File: config.mk
export PLATFORM = sky130hd
export DESIGN_NAME = marker_point_labeler
export DESIGN_NICKNAME = d
export VERILOG_FILES = /design/src/hw/rtl/mpl_pkg.sv /design/src/hw/rtl/mpl_ctrl.sv /design/src/hw/rtl/mpl_datapath.sv /design/src/hw/rtl/marker_point_labeler.sv
export VERILOG_INCLUDE_DIRS = /design/src /design/src/hw/rtl
export SDC_FILE = /design/constraint.sdc
export NUM_CORES = 2
export LEC_CHECK = 0
export BUFFER_PORTS_ARGS = -buffer_cell sky130_fd_sc_hd__buf_2
export CAP_MARGIN = 40
export CORE_MARGIN = 2
export CORE_UTILIZATION = 46
export CTS_CLUSTER_DIAMETER = 60
export CTS_CLUSTER_SIZE = 8
export DETAILED_ROUTE_END_ITERATION = 12
export PLACE_DENSITY_LB_ADDON = 0.2
export SLEW_MARGIN = 20
export SYNTH_ARGS = -nofsm -noshare
export SYNTH_HDL_FRONTEND = slang
export SYNTH_SLANG_ARGS = --single-unit
export TNS_END_PERCENT = 1
File: constraint.sdc
create_clock -name clk -period 8.2 [get_ports clk]
set_input_delay 0.41 -clock clk [delete_from_list [all_inputs] [get_ports clk]]
set_output_delay 0.41 -clock clk [all_outputs]
set_load 0.02 [all_outputs]
File: src/hw/rtl/assert_macros.svh
// assertion macros for the rtl folder
`ifndef ASSERT_MACROS_SVH
`define ASSERT_MACROS_SVH
`ifndef ASSERT_OFF
`define ASSERT_IMPL(label, clk, rst_n, prop) \
  label: assert property (@(posedge clk) disable iff (!rst_n) prop) else $error("assert failed");
`define ASSERT_NEVER(label, clk, rst_n, cond) \
  label: assert property (@(posedge clk) disable iff (!rst_n) !(cond)) else $error("never failed");
`else
`define ASSERT_IMPL(label, clk, rst_n, prop)
`define ASSERT_NEVER(label, clk, rst_n, cond)
`endif
`endif

File: src/hw/rtl/mpl_pkg.sv
// ----------------------------------------------------------------------------
// mpl_pkg
// shared types and constants of the marker point labeler
// ----------------------------------------------------------------------------
`timescale 1ns / 1ps
`default_nettype none
package mpl_pkg;
  localparam int MaxPoints = 8;
  localparam int IdxW = $clog2(MaxPoints);
  localparam int CntW = $clog2(MaxPoints + 1);
  localparam int MaxModel = 5;
  localparam int MinModel = 3;

  localparam logic [1:0] ModeCap3 = 2'd0;
  localparam logic [1:0] ModeCap4 = 2'd1;
  localparam logic [1:0] ModeCap5 = 2'd2;
  localparam logic [1:0] ModeClip = 2'd3;

  localparam logic CfgModelMode = 1'b0;
  localparam logic CfgDeadzone  = 1'b1;

  localparam logic [1:0] StatMoved = 2'd0;
  localparam logic [1:0] StatHeld  = 2'd1;
  localparam logic [1:0] StatFew   = 2'd2;

  typedef enum logic [3:0] {
    S_COLLECT, S_TOP, S_SECOND, S_THIRD, S_FOURTH, S_FIFTH, S_SPLIT,
    S_CHECK, S_EMIT, S_FAIL
  } state_t;

  // scan kinds used by the datapath
  typedef enum logic [2:0] {
    K_MIN_Y, K_MAX_Y, K_MAX_X, K_MIN_X, K_LAST, K_FIRST
  } scan_t;

  typedef struct packed {
    logic             store;     // write incoming point
    logic             clr_cnt;
    logic             scan_go;   // start a scan
    scan_t            kind;
    logic [2:0]       dst;       // label slot of the scan result
    logic             split;     // five point reorder
    logic             chk_go;
    logic             commit;    // decide status, update deadzone
    logic             emit_go;
    logic             fail_go;
  } cmd_t;

  typedef struct packed {
    logic             scan_done;
    logic             chk_done;
    logic             emit_busy;
    logic [CntW-1:0]  count;
  } sts_t;
endpackage
`default_nettype wire

File: src/hw/rtl/mpl_ctrl.sv
// ----------------------------------------------------------------------------
// mpl_ctrl
// sequencer for collection, labelling scans, deadzone check and emission
// ----------------------------------------------------------------------------
`timescale 1ns / 1ps
`default_nettype none
module mpl_ctrl (
  input  wire logic               clk,
  input  wire logic               rst_n,
  input  wire logic               in_xfer,
  input  wire logic               in_point_valid,
  input  wire logic               in_last_point,
  input  wire logic [1:0]         mode,
  input  wire mpl_pkg::sts_t      sts,
  output mpl_pkg::cmd_t           cmd,
  output logic                    in_ready
);
  mpl_pkg::state_t state_r, state_nxt;
  logic            go_r, go_nxt;   // scan, check or emission launched in this state
  logic [2:0]      need;
  logic            frame_end;

  assign need = (mode == mpl_pkg::ModeCap4) ? 3'd4 :
                (mode == mpl_pkg::ModeCap5) ? 3'd5 : 3'd3;
  assign frame_end = in_xfer && (!in_point_valid || in_last_point);

  always_ff @(posedge clk) begin
    if (!rst_n) begin
      state_r <= mpl_pkg::S_COLLECT;
      go_r    <= 1'b0;
    end else begin
      state_r <= state_nxt;
      go_r    <= go_nxt;
    end
  end

  // next state
  always_comb begin
    state_nxt = state_r;
    go_nxt    = go_r;
    case (state_r)
      mpl_pkg::S_COLLECT: begin
        if (frame_end) begin
          // count seen here excludes a point stored this edge
          go_nxt = 1'b0;
          state_nxt = mpl_pkg::S_TOP;
        end
      end
      mpl_pkg::S_TOP: begin
        if (!go_r) begin
          if ({1'b0, sts.count} < {1'b0, need}) state_nxt = mpl_pkg::S_FAIL;
          else go_nxt = 1'b1;
        end else if (sts.scan_done) begin
          go_nxt = 1'b0; state_nxt = mpl_pkg::S_SECOND;
        end
      end
      mpl_pkg::S_SECOND: begin
        if (!go_r) go_nxt = 1'b1;
        else if (sts.scan_done) begin go_nxt = 1'b0; state_nxt = mpl_pkg::S_THIRD; end
      end
      mpl_pkg::S_THIRD: begin
        if (!go_r) go_nxt = 1'b1;
        else if (sts.scan_done) begin
          go_nxt = 1'b0;
          state_nxt = (mode == mpl_pkg::ModeCap3 || mode == mpl_pkg::ModeClip) ?
                      mpl_pkg::S_CHECK : mpl_pkg::S_FOURTH;
        end
      end
      mpl_pkg::S_FOURTH: begin
        if (!go_r) go_nxt = 1'b1;
        else if (sts.scan_done) begin
          go_nxt = 1'b0;
          state_nxt = (mode == mpl_pkg::ModeCap5) ? mpl_pkg::S_FIFTH : mpl_pkg::S_CHECK;
        end
      end
      mpl_pkg::S_FIFTH: begin
        if (!go_r) go_nxt = 1'b1;
        else if (sts.scan_done) begin go_nxt = 1'b0; state_nxt = mpl_pkg::S_SPLIT; end
      end
      mpl_pkg::S_SPLIT: state_nxt = mpl_pkg::S_CHECK;
      mpl_pkg::S_CHECK: begin
        if (!go_r) go_nxt = 1'b1;
        else if (sts.chk_done) begin go_nxt = 1'b0; state_nxt = mpl_pkg::S_EMIT; end
      end
      mpl_pkg::S_EMIT: begin
        if (!go_r) go_nxt = 1'b1;
        else if (!sts.emit_busy) begin go_nxt = 1'b0; state_nxt = mpl_pkg::S_COLLECT; end
      end
      mpl_pkg::S_FAIL: begin
        if (!go_r) go_nxt = 1'b1;
        else if (!sts.emit_busy) begin go_nxt = 1'b0; state_nxt = mpl_pkg::S_COLLECT; end
      end
      default: state_nxt = mpl_pkg::S_COLLECT;
    endcase
  end

  // outputs
  always_comb begin
    cmd = '0;
    cmd.kind = mpl_pkg::K_MIN_Y;
    in_ready = 1'b0;
    case (state_r)
      mpl_pkg::S_COLLECT: begin
        in_ready  = 1'b1;
        cmd.store = in_xfer && in_point_valid;
      end
      mpl_pkg::S_TOP: begin
        cmd.scan_go = !go_r && !({1'b0, sts.count} < {1'b0, need});
        cmd.kind = mpl_pkg::K_MIN_Y; cmd.dst = 3'd0;
      end
      mpl_pkg::S_SECOND: begin
        cmd.scan_go = !go_r;
        cmd.kind = (mode == mpl_pkg::ModeClip) ? mpl_pkg::K_MAX_Y : mpl_pkg::K_MAX_X;
        cmd.dst = (mode == mpl_pkg::ModeClip) ? 3'd2 : 3'd1;
      end
      mpl_pkg::S_THIRD: begin
        cmd.scan_go = !go_r;
        cmd.kind = (mode == mpl_pkg::ModeClip) ? mpl_pkg::K_LAST : mpl_pkg::K_MIN_X;
        cmd.dst = (mode == mpl_pkg::ModeClip) ? 3'd1 : 3'd2;
      end
      mpl_pkg::S_FOURTH: begin
        cmd.scan_go = !go_r;
        cmd.kind = (mode == mpl_pkg::ModeCap4) ? mpl_pkg::K_LAST : mpl_pkg::K_FIRST;
        cmd.dst = 3'd3;
      end
      mpl_pkg::S_FIFTH: begin
        cmd.scan_go = !go_r; cmd.kind = mpl_pkg::K_FIRST; cmd.dst = 3'd4;
      end
      mpl_pkg::S_SPLIT: cmd.split = 1'b1;
      mpl_pkg::S_CHECK: begin
        cmd.chk_go = !go_r;
        cmd.commit = go_r && sts.chk_done;
      end
      mpl_pkg::S_EMIT: begin
        cmd.emit_go = !go_r;
        cmd.clr_cnt = go_r && !sts.emit_busy;
      end
      mpl_pkg::S_FAIL: begin
        cmd.fail_go = !go_r;
        cmd.clr_cnt = go_r && !sts.emit_busy;
      end
      default: ;
    endcase
  end
endmodule
`default_nettype wire

File: src/hw/rtl/mpl_datapath.sv
// ----------------------------------------------------------------------------
// mpl_datapath
// point stores, extreme scan unit, deadzone check and result register
// ----------------------------------------------------------------------------
`timescale 1ns / 1ps
`default_nettype none
module mpl_datapath (
  input  wire logic               clk,
  input  wire logic               rst_n,
  input  wire mpl_pkg::cmd_t      cmd,
  output mpl_pkg::sts_t           sts,
  input  wire logic [15:0]        in_point_x,
  input  wire logic [15:0]        in_point_y,
  input  wire logic [1:0]         mode,
  input  wire logic [7:0]         half_edge,
  input  wire logic               dz_clear,
  output logic                    out_valid,
  input  wire logic               out_stall,
  output logic [2:0]              out_slot,
  output logic [15:0]             out_out_x,
  output logic [15:0]             out_out_y,
  output logic [2:0]              out_source_index,
  output logic [1:0]              out_status,
  output logic                    out_last_result
);
  localparam int N = mpl_pkg::MaxPoints;
  localparam int IW = mpl_pkg::IdxW;
  localparam int CW = mpl_pkg::CntW;

  logic [15:0] xs_r [N];
  logic [15:0] ys_r [N];
  logic [CW-1:0] cnt_r;
  logic [15:0] dzx_r [mpl_pkg::MaxModel];
  logic [15:0] dzy_r [mpl_pkg::MaxModel];
  logic        armed_r;
  logic [2:0]  dzn_r;
  logic [IW-1:0] idx_r [mpl_pkg::MaxModel];
  logic [N-1:0]  ex_r;

  logic [2:0]  need;
  assign need = (mode == mpl_pkg::ModeCap4) ? 3'd4 :
                (mode == mpl_pkg::ModeCap5) ? 3'd5 : 3'd3;

  // point stores and count
  always_ff @(posedge clk) begin
    if (cmd.store && cnt_r < CW'(N)) begin
      xs_r[cnt_r[IW-1:0]] <= in_point_x;
      ys_r[cnt_r[IW-1:0]] <= in_point_y;
    end
  end
  always_ff @(posedge clk) begin
    if (!rst_n) cnt_r <= '0;
    else if (cmd.clr_cnt) cnt_r <= '0;
    else if (cmd.store && cnt_r < CW'(N)) cnt_r <= cnt_r + 1'b1;
  end

  // scan unit: one stored point a cycle
  logic          scan_busy_r, scan_done_r, have_r;
  logic [CW-1:0] si_r;
  logic [IW-1:0] best_r;
  logic [15:0]   bv_r;
  mpl_pkg::scan_t kind_r;
  logic [2:0]    dst_r;
  logic [15:0]   cur;
  logic          take;
  logic [IW-1:0] si;
  assign si = si_r[IW-1:0];
  always_comb begin
    cur = (kind_r == mpl_pkg::K_MIN_Y || kind_r == mpl_pkg::K_MAX_Y) ? ys_r[si] : xs_r[si];
    case (kind_r)
      mpl_pkg::K_MIN_Y, mpl_pkg::K_MIN_X: take = !have_r || cur < bv_r;
      mpl_pkg::K_MAX_Y, mpl_pkg::K_MAX_X: take = !have_r || cur > bv_r;
      mpl_pkg::K_LAST:  take = 1'b1;
      mpl_pkg::K_FIRST: take = !have_r;
      default:          take = 1'b0;
    endcase
    take = take && !ex_r[si];
  end

  always_ff @(posedge clk) begin
    if (!rst_n) begin
      scan_busy_r <= 1'b0;
      scan_done_r <= 1'b0;
    end else begin
      scan_done_r <= 1'b0;
      if (cmd.scan_go) begin
        scan_busy_r <= 1'b1;
      end else if (scan_busy_r && si_r == cnt_r - 1'b1) begin
        scan_busy_r <= 1'b0;
        scan_done_r <= 1'b1;
      end
    end
  end

  always_ff @(posedge clk) begin
    if (cmd.scan_go) begin
      si_r <= '0; have_r <= 1'b0; best_r <= '0;
      kind_r <= cmd.kind; dst_r <= cmd.dst;
      if (cmd.dst == 3'd0) ex_r <= '0;
    end else if (scan_busy_r) begin
      si_r <= si_r + 1'b1;
      if (take) begin
        best_r <= si; bv_r <= cur; have_r <= 1'b1;
      end
      if (si_r == cnt_r - 1'b1) begin
        idx_r[dst_r] <= take ? si : best_r;
        ex_r[take ? si : best_r] <= 1'b1;
      end
    end else if (cmd.split) begin
      // idx 3 = c, 4 = d first two leftovers; 1 = a right, 2 = b left
      logic [IW-1:0] c, d;
      c = idx_r[3]; d = idx_r[4];
      if (xs_r[idx_r[3]] > xs_r[idx_r[4]]) begin c = idx_r[4]; d = idx_r[3]; end
      if (ys_r[idx_r[2]] < ys_r[c]) begin idx_r[4] <= idx_r[2]; idx_r[2] <= c; end
      else idx_r[4] <= c;
      if (ys_r[idx_r[1]] < ys_r[d]) begin idx_r[3] <= idx_r[1]; idx_r[1] <= d; end
      else idx_r[3] <= d;
    end
  end

  // deadzone check, one slot a cycle
  logic        chk_busy_r, chk_done_r, inside_r;
  logic [2:0]  ck_r;
  logic        in_x, in_y;
  logic [IW-1:0] ci;
  assign ci = idx_r[ck_r];

  function automatic logic in_square(input logic [15:0] s, input logic [15:0] q,
                                     input logic [7:0] h);
    logic signed [18:0] w, org, lim;
    logic signed [14:0] qd;
    logic [3:0] r;
    w  = $signed({3'b0, s}) - $signed({7'b0, h, 4'b0}) + 19'sd4096;
    qd = w[18:4];
    r  = w[3:0];
    if (r > 4'd8 || (r == 4'd8 && qd[0])) qd = qd + 15'sd1;
    org = $signed({qd - 15'sd256, 4'b0});
    lim = org + $signed({6'b0, h, 5'b0});
    in_square = (org <= $signed({3'b0, q})) && ($signed({3'b0, q}) < lim);
  endfunction

  assign in_x = in_square(dzx_r[ck_r], xs_r[ci], half_edge);
  assign in_y = in_square(dzy_r[ck_r], ys_r[ci], half_edge);

  always_ff @(posedge clk) begin
    if (!rst_n) begin
      chk_busy_r <= 1'b0; chk_done_r <= 1'b0;
    end else begin
      chk_done_r <= 1'b0;
      if (cmd.chk_go) chk_busy_r <= 1'b1;
      else if (chk_busy_r && ck_r == need - 1'b1) begin
        chk_busy_r <= 1'b0; chk_done_r <= 1'b1;
      end
    end
  end
  always_ff @(posedge clk) begin
    if (cmd.chk_go) begin
      ck_r <= '0; inside_r <= 1'b1;
    end else if (chk_busy_r) begin
      ck_r <= ck_r + 1'b1;
      if (!(in_x && in_y)) inside_r <= 1'b0;
    end
  end

  logic held;
  logic [1:0] stat_r;
  assign held = half_edge != 8'd0 && armed_r && dzn_r == need && inside_r;

  always_ff @(posedge clk) begin
    if (!rst_n) begin
      armed_r <= 1'b0; dzn_r <= '0;
    end else if (dz_clear) begin
      armed_r <= 1'b0; dzn_r <= '0;
    end else if (cmd.commit && !held) begin
      armed_r <= half_edge != 8'd0;
      dzn_r   <= (half_edge != 8'd0) ? need : 3'd0;
    end
  end
  always_ff @(posedge clk) begin
    if (cmd.commit) stat_r <= held ? mpl_pkg::StatHeld : mpl_pkg::StatMoved;
    if (cmd.commit && !held && half_edge != 8'd0) begin
      for (int k = 0; k < mpl_pkg::MaxModel; k++) begin
        dzx_r[k] <= xs_r[idx_r[k]];
        dzy_r[k] <= ys_r[idx_r[k]];
      end
    end
  end

  // result register
  logic        ebusy_r, vld_r, fail_r;
  logic [2:0]  ek_r;
  logic        advance;
  assign advance = !vld_r || !out_stall;

  always_ff @(posedge clk) begin
    if (!rst_n) begin
      ebusy_r <= 1'b0; vld_r <= 1'b0;
    end else begin
      if (vld_r && !out_stall) vld_r <= 1'b0;
      if (cmd.emit_go || cmd.fail_go) ebusy_r <= 1'b1;
      else if (ebusy_r && advance) begin
        vld_r <= 1'b1;
        if (fail_r || ek_r == need - 1'b1) ebusy_r <= 1'b0;
      end
    end
  end
  always_ff @(posedge clk) begin
    if (cmd.emit_go || cmd.fail_go) begin
      ek_r <= '0; fail_r <= cmd.fail_go;
    end else if (ebusy_r && advance) begin
      ek_r <= ek_r + 1'b1;
      out_slot <= fail_r ? 3'd0 : ek_r;
      out_out_x <= fail_r ? 16'd0 : xs_r[idx_r[ek_r]];
      out_out_y <= fail_r ? 16'd0 : ys_r[idx_r[ek_r]];
      out_source_index <= fail_r ? 3'd0 : 3'(idx_r[ek_r]);
      out_status <= fail_r ? mpl_pkg::StatFew : stat_r;
      out_last_result <= fail_r || ek_r == need - 1'b1;
    end
  end

  assign out_valid = vld_r;
  assign sts.scan_done = scan_done_r;
  assign sts.chk_done = chk_done_r;
  // controller waits until the last result has also left the register
  assign sts.emit_busy = ebusy_r || vld_r || cmd.emit_go || cmd.fail_go;
  assign sts.count = cnt_r;
endmodule
`default_nettype wire

File: src/hw/rtl/marker_point_labeler.sv
// ----------------------------------------------------------------------------
// marker_point_labeler
// labels one frame of blob points by extremes and emits them in model order
// ----------------------------------------------------------------------------
// points are gathered one a cycle until the frame ends (last_point, or an
// empty item); the frame is then labelled by one scan of the stored points per
// model point, a split in five-point mode, a deadzone check and emission of
// the results; no new point is taken until the last result has left the
// output register. a frame with too few points gives a single result with
// status too few. writing the deadzone register clears the stored deadzones.
`timescale 1ns / 1ps
`default_nettype none
`include "assert_macros.svh"
module marker_point_labeler (
  input  wire logic        clk,
  input  wire logic        rst_n,
  input  wire logic        in_valid,
  output logic             in_stall,
  input  wire logic        in_point_valid,
  input  wire logic [15:0] in_point_x,
  input  wire logic [15:0] in_point_y,
  input  wire logic        in_last_point,
  output logic             out_valid,
  input  wire logic        out_stall,
  output logic [2:0]       out_slot,
  output logic [15:0]      out_out_x,
  output logic [15:0]      out_out_y,
  output logic [2:0]       out_source_index,
  output logic [1:0]       out_status,
  output logic             out_last_result,
  input  wire logic        cfg_we,
  input  wire logic        cfg_index,
  input  wire logic [7:0]  cfg_data
);
  mpl_pkg::cmd_t cmd;
  mpl_pkg::sts_t sts;
  logic in_ready, in_xfer;
  logic [1:0] mode_r;
  logic [7:0] half_r;
  logic       dz_clear;

  // configuration registers
  always_ff @(posedge clk) begin
    if (!rst_n) begin
      mode_r <= mpl_pkg::ModeCap3;
      half_r <= '0;
    end else if (cfg_we) begin
      if (cfg_index == mpl_pkg::CfgModelMode) mode_r <= cfg_data[1:0];
      else half_r <= cfg_data;
    end
  end
  assign dz_clear = cfg_we && cfg_index == mpl_pkg::CfgDeadzone;

  assign in_stall = !in_ready;
  assign in_xfer  = in_valid && in_ready;

  mpl_ctrl u_ctrl (
    .clk, .rst_n, .in_xfer, .in_point_valid, .in_last_point,
    .mode(mode_r), .sts, .cmd, .in_ready
  );

  mpl_datapath u_dp (
    .clk, .rst_n, .cmd, .sts, .in_point_x, .in_point_y,
    .mode(mode_r), .half_edge(half_r), .dz_clear,
    .out_valid, .out_stall, .out_slot, .out_out_x, .out_out_y,
    .out_source_index, .out_status, .out_last_result
  );

  // a too few result is always single and at slot zero
  `ASSERT_IMPL(a_few_single, clk, rst_n,
    (out_valid && out_status == mpl_pkg::StatFew) |-> (out_last_result && out_slot == 3'd0))
  // no point is taken while results are pending
  `ASSERT_NEVER(a_no_in_while_out, clk, rst_n, out_valid && in_ready)
endmodule
`default_nettype wire

==> results_tabular.tex <==
\begin{tabular}{lr}
\hline
Metric & Value \\
\hline
\multicolumn{2}{l}{\textbf{Critical path}} \\
\quad Worst setup path end & u\_dp.inside\_r\$\_SDFFE\_PP1P\_ \\
\quad Critical-path top delay cell & sky130\_fd\_sc\_hd\_\_dfxtp\_4 \\
\quad Worst r2r dst & u\_dp.inside\_r\$\_SDFFE\_PP1P\_ \\
\quad Req. time, crit path & 8.78 ns \\
\quad Type of the setup path with the least slack & register to register \\
\quad Most numerous cell on the critical path & sky130\_fd\_sc\_hd\_\_ha\_1 \\
\quad CP peak stage delay & 0.69 ns \\
\quad Kind of end point of the critical path & register \\
\quad Nature of the critical path startpoint & register \\
\quad Worst path arrival time & 8.17 ns \\
\quad Length in cells of the worst reg-to-reg path & 26 \\
\quad Crit-path max FO & 21 \\
\quad R2r setup slk & 0.61 ns \\
\multicolumn{2}{l}{\textbf{Yosys}} \\
\quad Cell Area, Synth & 42500 um\^{}2 \\
\quad Ranking of synthesized cells by instance count & 563 x sky130\_fd\_sc\_hd\_\_mux4\_2, 513 x sky130\_fd\_sc\_hd\_\_edfxtp\_1, 397 x sky130\_fd\_sc\_hd\_\_nand2\_1, 161 x sky130\_fd\_sc\_hd\_\_ha\_1, 147 x sky130\_fd\_sc\_hd\_\_clkbuf\_1 \\
\quad Proportion of synthesized chip area in sequential cells & 38.7\% \\
\quad Number of flip-flops and latches in the synthesized netlist & 566 \\
\quad Count of different cell masters after synthesis & 86 \\
\quad Area share of the largest cell type after synthesis & 36.2\% \\
\quad Yosys warnings & 0 \\
\quad Most instantiated library cell after synthesis & sky130\_fd\_sc\_hd\_\_mux4\_2 \\
\quad Count of flip-flops with a built-in enable after synthesis & 513 \\
\quad Mean post-synth cell area & 13.3 um\^{}2 \\
\quad Async SR Flop Fraction & 0\% \\
\quad Synthesized netlist cell count & 3207 \\
\quad Leading cell types by total area after synthesis & sky130\_fd\_sc\_hd\_\_edfxtp\_1 36\%, sky130\_fd\_sc\_hd\_\_mux4\_2 30\%, sky130\_fd\_sc\_hd\_\_ha\_1 4.7\% \\
\quad Dominant cell type by area after synthesis & sky130\_fd\_sc\_hd\_\_edfxtp\_1 \\
\quad Synthesized netlist net count & 3420 \\
\quad Commonest register cell after synthesis & sky130\_fd\_sc\_hd\_\_edfxtp\_1 \\
\multicolumn{2}{l}{\textbf{Global route}} \\
\quad First-pass GRT wire length & 215000 um \\
\quad All-Layer GR Usage & 31.2\% \\
\quad Global route total overflow & 0 \\
\quad Pin count of the biggest net entering global routing & 73 \\
\quad Number of global-route vias before repair & 31600 \\
\quad Number of antenna violations at the first check in global routing & 2 \\
\multicolumn{2}{l}{\textbf{Power and ir drop}} \\
\quad Leakage power & 16.8 nW \\
\quad Max rail drop VDD & 0.155 mV \\
\quad Total power divided by cell area & 241 nW/um\^{}2 \\
\multicolumn{2}{l}{\textbf{Clocking}} \\
\quad Clock latency on the worst-skew pair & 0.67 ns \\
\quad Clock tree from TritonCTS & yes \\
\quad Number of gates resized after cts & 0 \\
\quad Clock-pin slew on the worst setup and hold paths & 0.05 ns \\
\quad Num CTS Buffers & 89 \\
\quad Sink Count & 566 \\
\quad Root buffer selected by CTS & sky130\_fd\_sc\_hd\_\_clkbuf\_16 \\
\quad Total number of H-tree levels & 3 \\
\quad Clock tree buffer depth & 3 \\
\multicolumn{2}{l}{\textbf{Timing}} \\
\quad Worst slew margin & 37.3\% \\
\quad Sum of negative setup slack & 0 ns \\
\quad Highest clock frequency the design can meet & 132 MHz \\
\quad Pin slew with the least headroom to its limit & 0.933 ns \\
\quad Slew Limit Fails & 0 \\
\quad Final clock skew & 0.0296 ns \\
\quad Count of final hold-check violations & 0 \\
\quad Setup repair after global routing missed its margin & false \\
\quad Number of failing setup endpoints in the final timing report & 0 \\
\quad Part of the cycle the worst path needs & 92.6\% \\
\quad Post-layout worst setup margin & 0.608 ns \\
\quad Crit path time final & 7.59 ns \\
\multicolumn{2}{l}{\textbf{Layout}} \\
\quad Fraction of the core area covered by cells at the end of the flow & 52.1\% \\
\quad Design Area, Final & 47800 um\^{}2 \\
\quad Number of nets in the finished design & 3504 \\
\quad Area growth syn-to-layout & 12.3\% \\
\quad Non-filler cells in the finished layout & 4523 \\
\quad Layout cells sized above 1 & 31.8\% \\
\quad Fill count & 7575 \\
\multicolumn{2}{l}{\textbf{Floorplanning}} \\
\quad Number of placed I/O pins & 91 \\
\quad Initial core utilization & 46.4\% \\
\quad Number of rows created at floorplan & 111 \\
\quad X dimension of the die & 308 um \\
\quad Die H & 308 um \\
\quad Core area & 91700 um\^{}2 \\
\quad Die Outline Area & 94900 um\^{}2 \\
\multicolumn{2}{l}{\textbf{Status}} \\
\quad Outcome & completed \\
\multicolumn{2}{l}{\textbf{Detailed routing}} \\
\quad Count of vias placed by the detailed router & 32000 \\
\quad Number of vias per cell & 7.08 \\
\quad Number of remaining DRC errors & 0 \\
\quad Drt initial violations & 4419 \\
\quad First-pass DRT Iterations & 7 \\
\quad Antenna violation net count after detailed routing & 0 \\
\quad Routed WL per cell & 32.5 um \\
\quad Total wire length after detailed routing & 147000 um \\
\multicolumn{2}{l}{\textbf{Placement}} \\
\quad Setup slack at placement & 0.724 ns \\
\quad Number of placed instances, taps included & 4350 \\
\quad Last weighted congestion value of the routability-driven placer & 0.919 \\
\quad Placed instance area & 44700 um\^{}2 \\
\quad PortBufs & 90 \\
\quad Detail Placement HPWL & 96400 um \\
\multicolumn{2}{l}{\textbf{Hold path}} \\
\quad Hold Crit Class & primary input to register \\
\multicolumn{2}{l}{\textbf{Run}} \\
\quad Number of max-cap violations & 0 \\
\hline
\end{tabular}
how the worst min path moves through the flow:
stage                              start                         end  slack (ns)  cells past startpoint
2_1_floorplan   u_dp.have_r$_SDFFE_PP0P_    u_dp.have_r$_SDFFE_PP0P_        0.43                      2
3_3_place_gp   u_dp.armed_r$_SDFFE_PP0P_   u_dp.armed_r$_SDFFE_PP0P_        0.45                      2
3_5_place_dp    u_dp.have_r$_SDFFE_PP0P_    u_dp.have_r$_SDFFE_PP0P_        0.45                      2
4_1_cts                   in_point_y[12]  u_dp.ys_r[0][12]$_DFFE_PP_      0.0002                      1
5_1_grt                   in_point_y[12]  u_dp.ys_r[0][12]$_DFFE_PP_        0.04                      1
6_report                   in_point_x[0]   u_dp.xs_r[0][0]$_DFFE_PP_        0.03                      1
power by group:
part           internal, W  leakage (nW)  switching [W]
combinational      0.00199          10.5        0.00251
clock              0.00209          1.26        0.00134
sequential         0.00335          5.08       0.000228
cells by family after synthesis:
kind of cell / synth area share [%]
AND/OR/NAND/NOR: 9.15
AO/OA/AOI/OAI: 7.28
buffers and inverters: 3.18
XOR/XNOR: 1.79
adder cells (fa/ha/maj): 4.93
flip-flops: 38.7
multiplexers: 35.0
worst max-delay path, delay by kind of cell (launching register included):
kind / cells / cell delay, ns
AOI/OAI and AO/OA: 8 / 1.78
xor gates and xnor gates: 5 / 1.38
DFF: 1 / 0.69
buffers and inverters: 1 / 0.13
muxes: 2 / 1.18
and+or+nand+nor: 6 / 1.18
adders and majority gates: 4 / 1.13
what timing repair did:
action,in CTS,in global routing
hold buffers,28,0
endpoints found under the hold margin,171,0
setup buffers,0,0
metrics by stage:
| stage | hold slack [ns] | power [W] |
|---|---|---|
| after global placement | 0.446 | 0.00790 |
| after detailed placement | 0.451 | 0.00806 |
| after floorplan | 0.431 | 0.00666 |
| after global routing | 0.0366 | 0.0120 |
| final | 0.0290 | 0.0115 |
| after CTS | 0.000190 | 0.0115 |
layout make-up:
| type | instances | area (um^2) | area share, % |
|---|---|---|---|
| multi-input cells | 2289 | 24900 | 52.2 |
| well taps | 1186 | 1480 | 3.11 |
| repair buffers | 227 | 1830 | 3.84 |
| inverters | 118 | 444 | 0.930 |
| diodes | 2 | 5.00 | 0.0105 |
| clock buffers | 113 | 2360 | 4.94 |
| clock inverters | 22 | 251 | 0.527 |
| flip-flops and latches | 566 | 16500 | 34.5 |
cells in the final DEF, fill, tap and decap left out, types with 57 or more instances in the layout:
cell type / instances
sky130_fd_sc_hd__a211oi_1: 63
sky130_fd_sc_hd__a21oi_1: 92
sky130_fd_sc_hd__and2_1: 75
sky130_fd_sc_hd__buf_2: 90
sky130_fd_sc_hd__buf_4: 88
sky130_fd_sc_hd__clkbuf_16: 90
sky130_fd_sc_hd__edfxtp_1: 513
sky130_fd_sc_hd__ha_1: 161
sky130_fd_sc_hd__inv_1: 112
sky130_fd_sc_hd__mux2_2: 119
sky130_fd_sc_hd__mux2i_1: 69
sky130_fd_sc_hd__mux4_2: 563
sky130_fd_sc_hd__nand2_1: 396
sky130_fd_sc_hd__nor2_1: 106
sky130_fd_sc_hd__o21ai_0: 57
flip-flops by register name, indices dropped and copies added (netlist names), 4 cells and up, named ones only:
name,flops
u_ctrl.state_r,4
u_dp.si_r,4
u_dp.cnt_r,4
u_dp.out_out_y,16
u_dp.dzx_r,80
u_dp.idx_r,24
u_dp.bv_r,16
u_dp.ex_r,8
u_dp.xs_r,128
u_dp.dzy_r,80
u_dp.ys_r,128
half_r,8
u_dp.out_out_x,16
per-layer routing:
metal / part of all wire, % / global-route usage, % / vias to the layer above
met1: 38 / 42.5 / 16100
met3: 12 / 6.62 / 406
met4: 5.0 / 15.0 / 2
li1: - / - / 13100
met5: 0.0054 / 0 / -
met2: 45 / 47.8 / 2404
No activity file was read; power rests on OpenSTA's default activity.
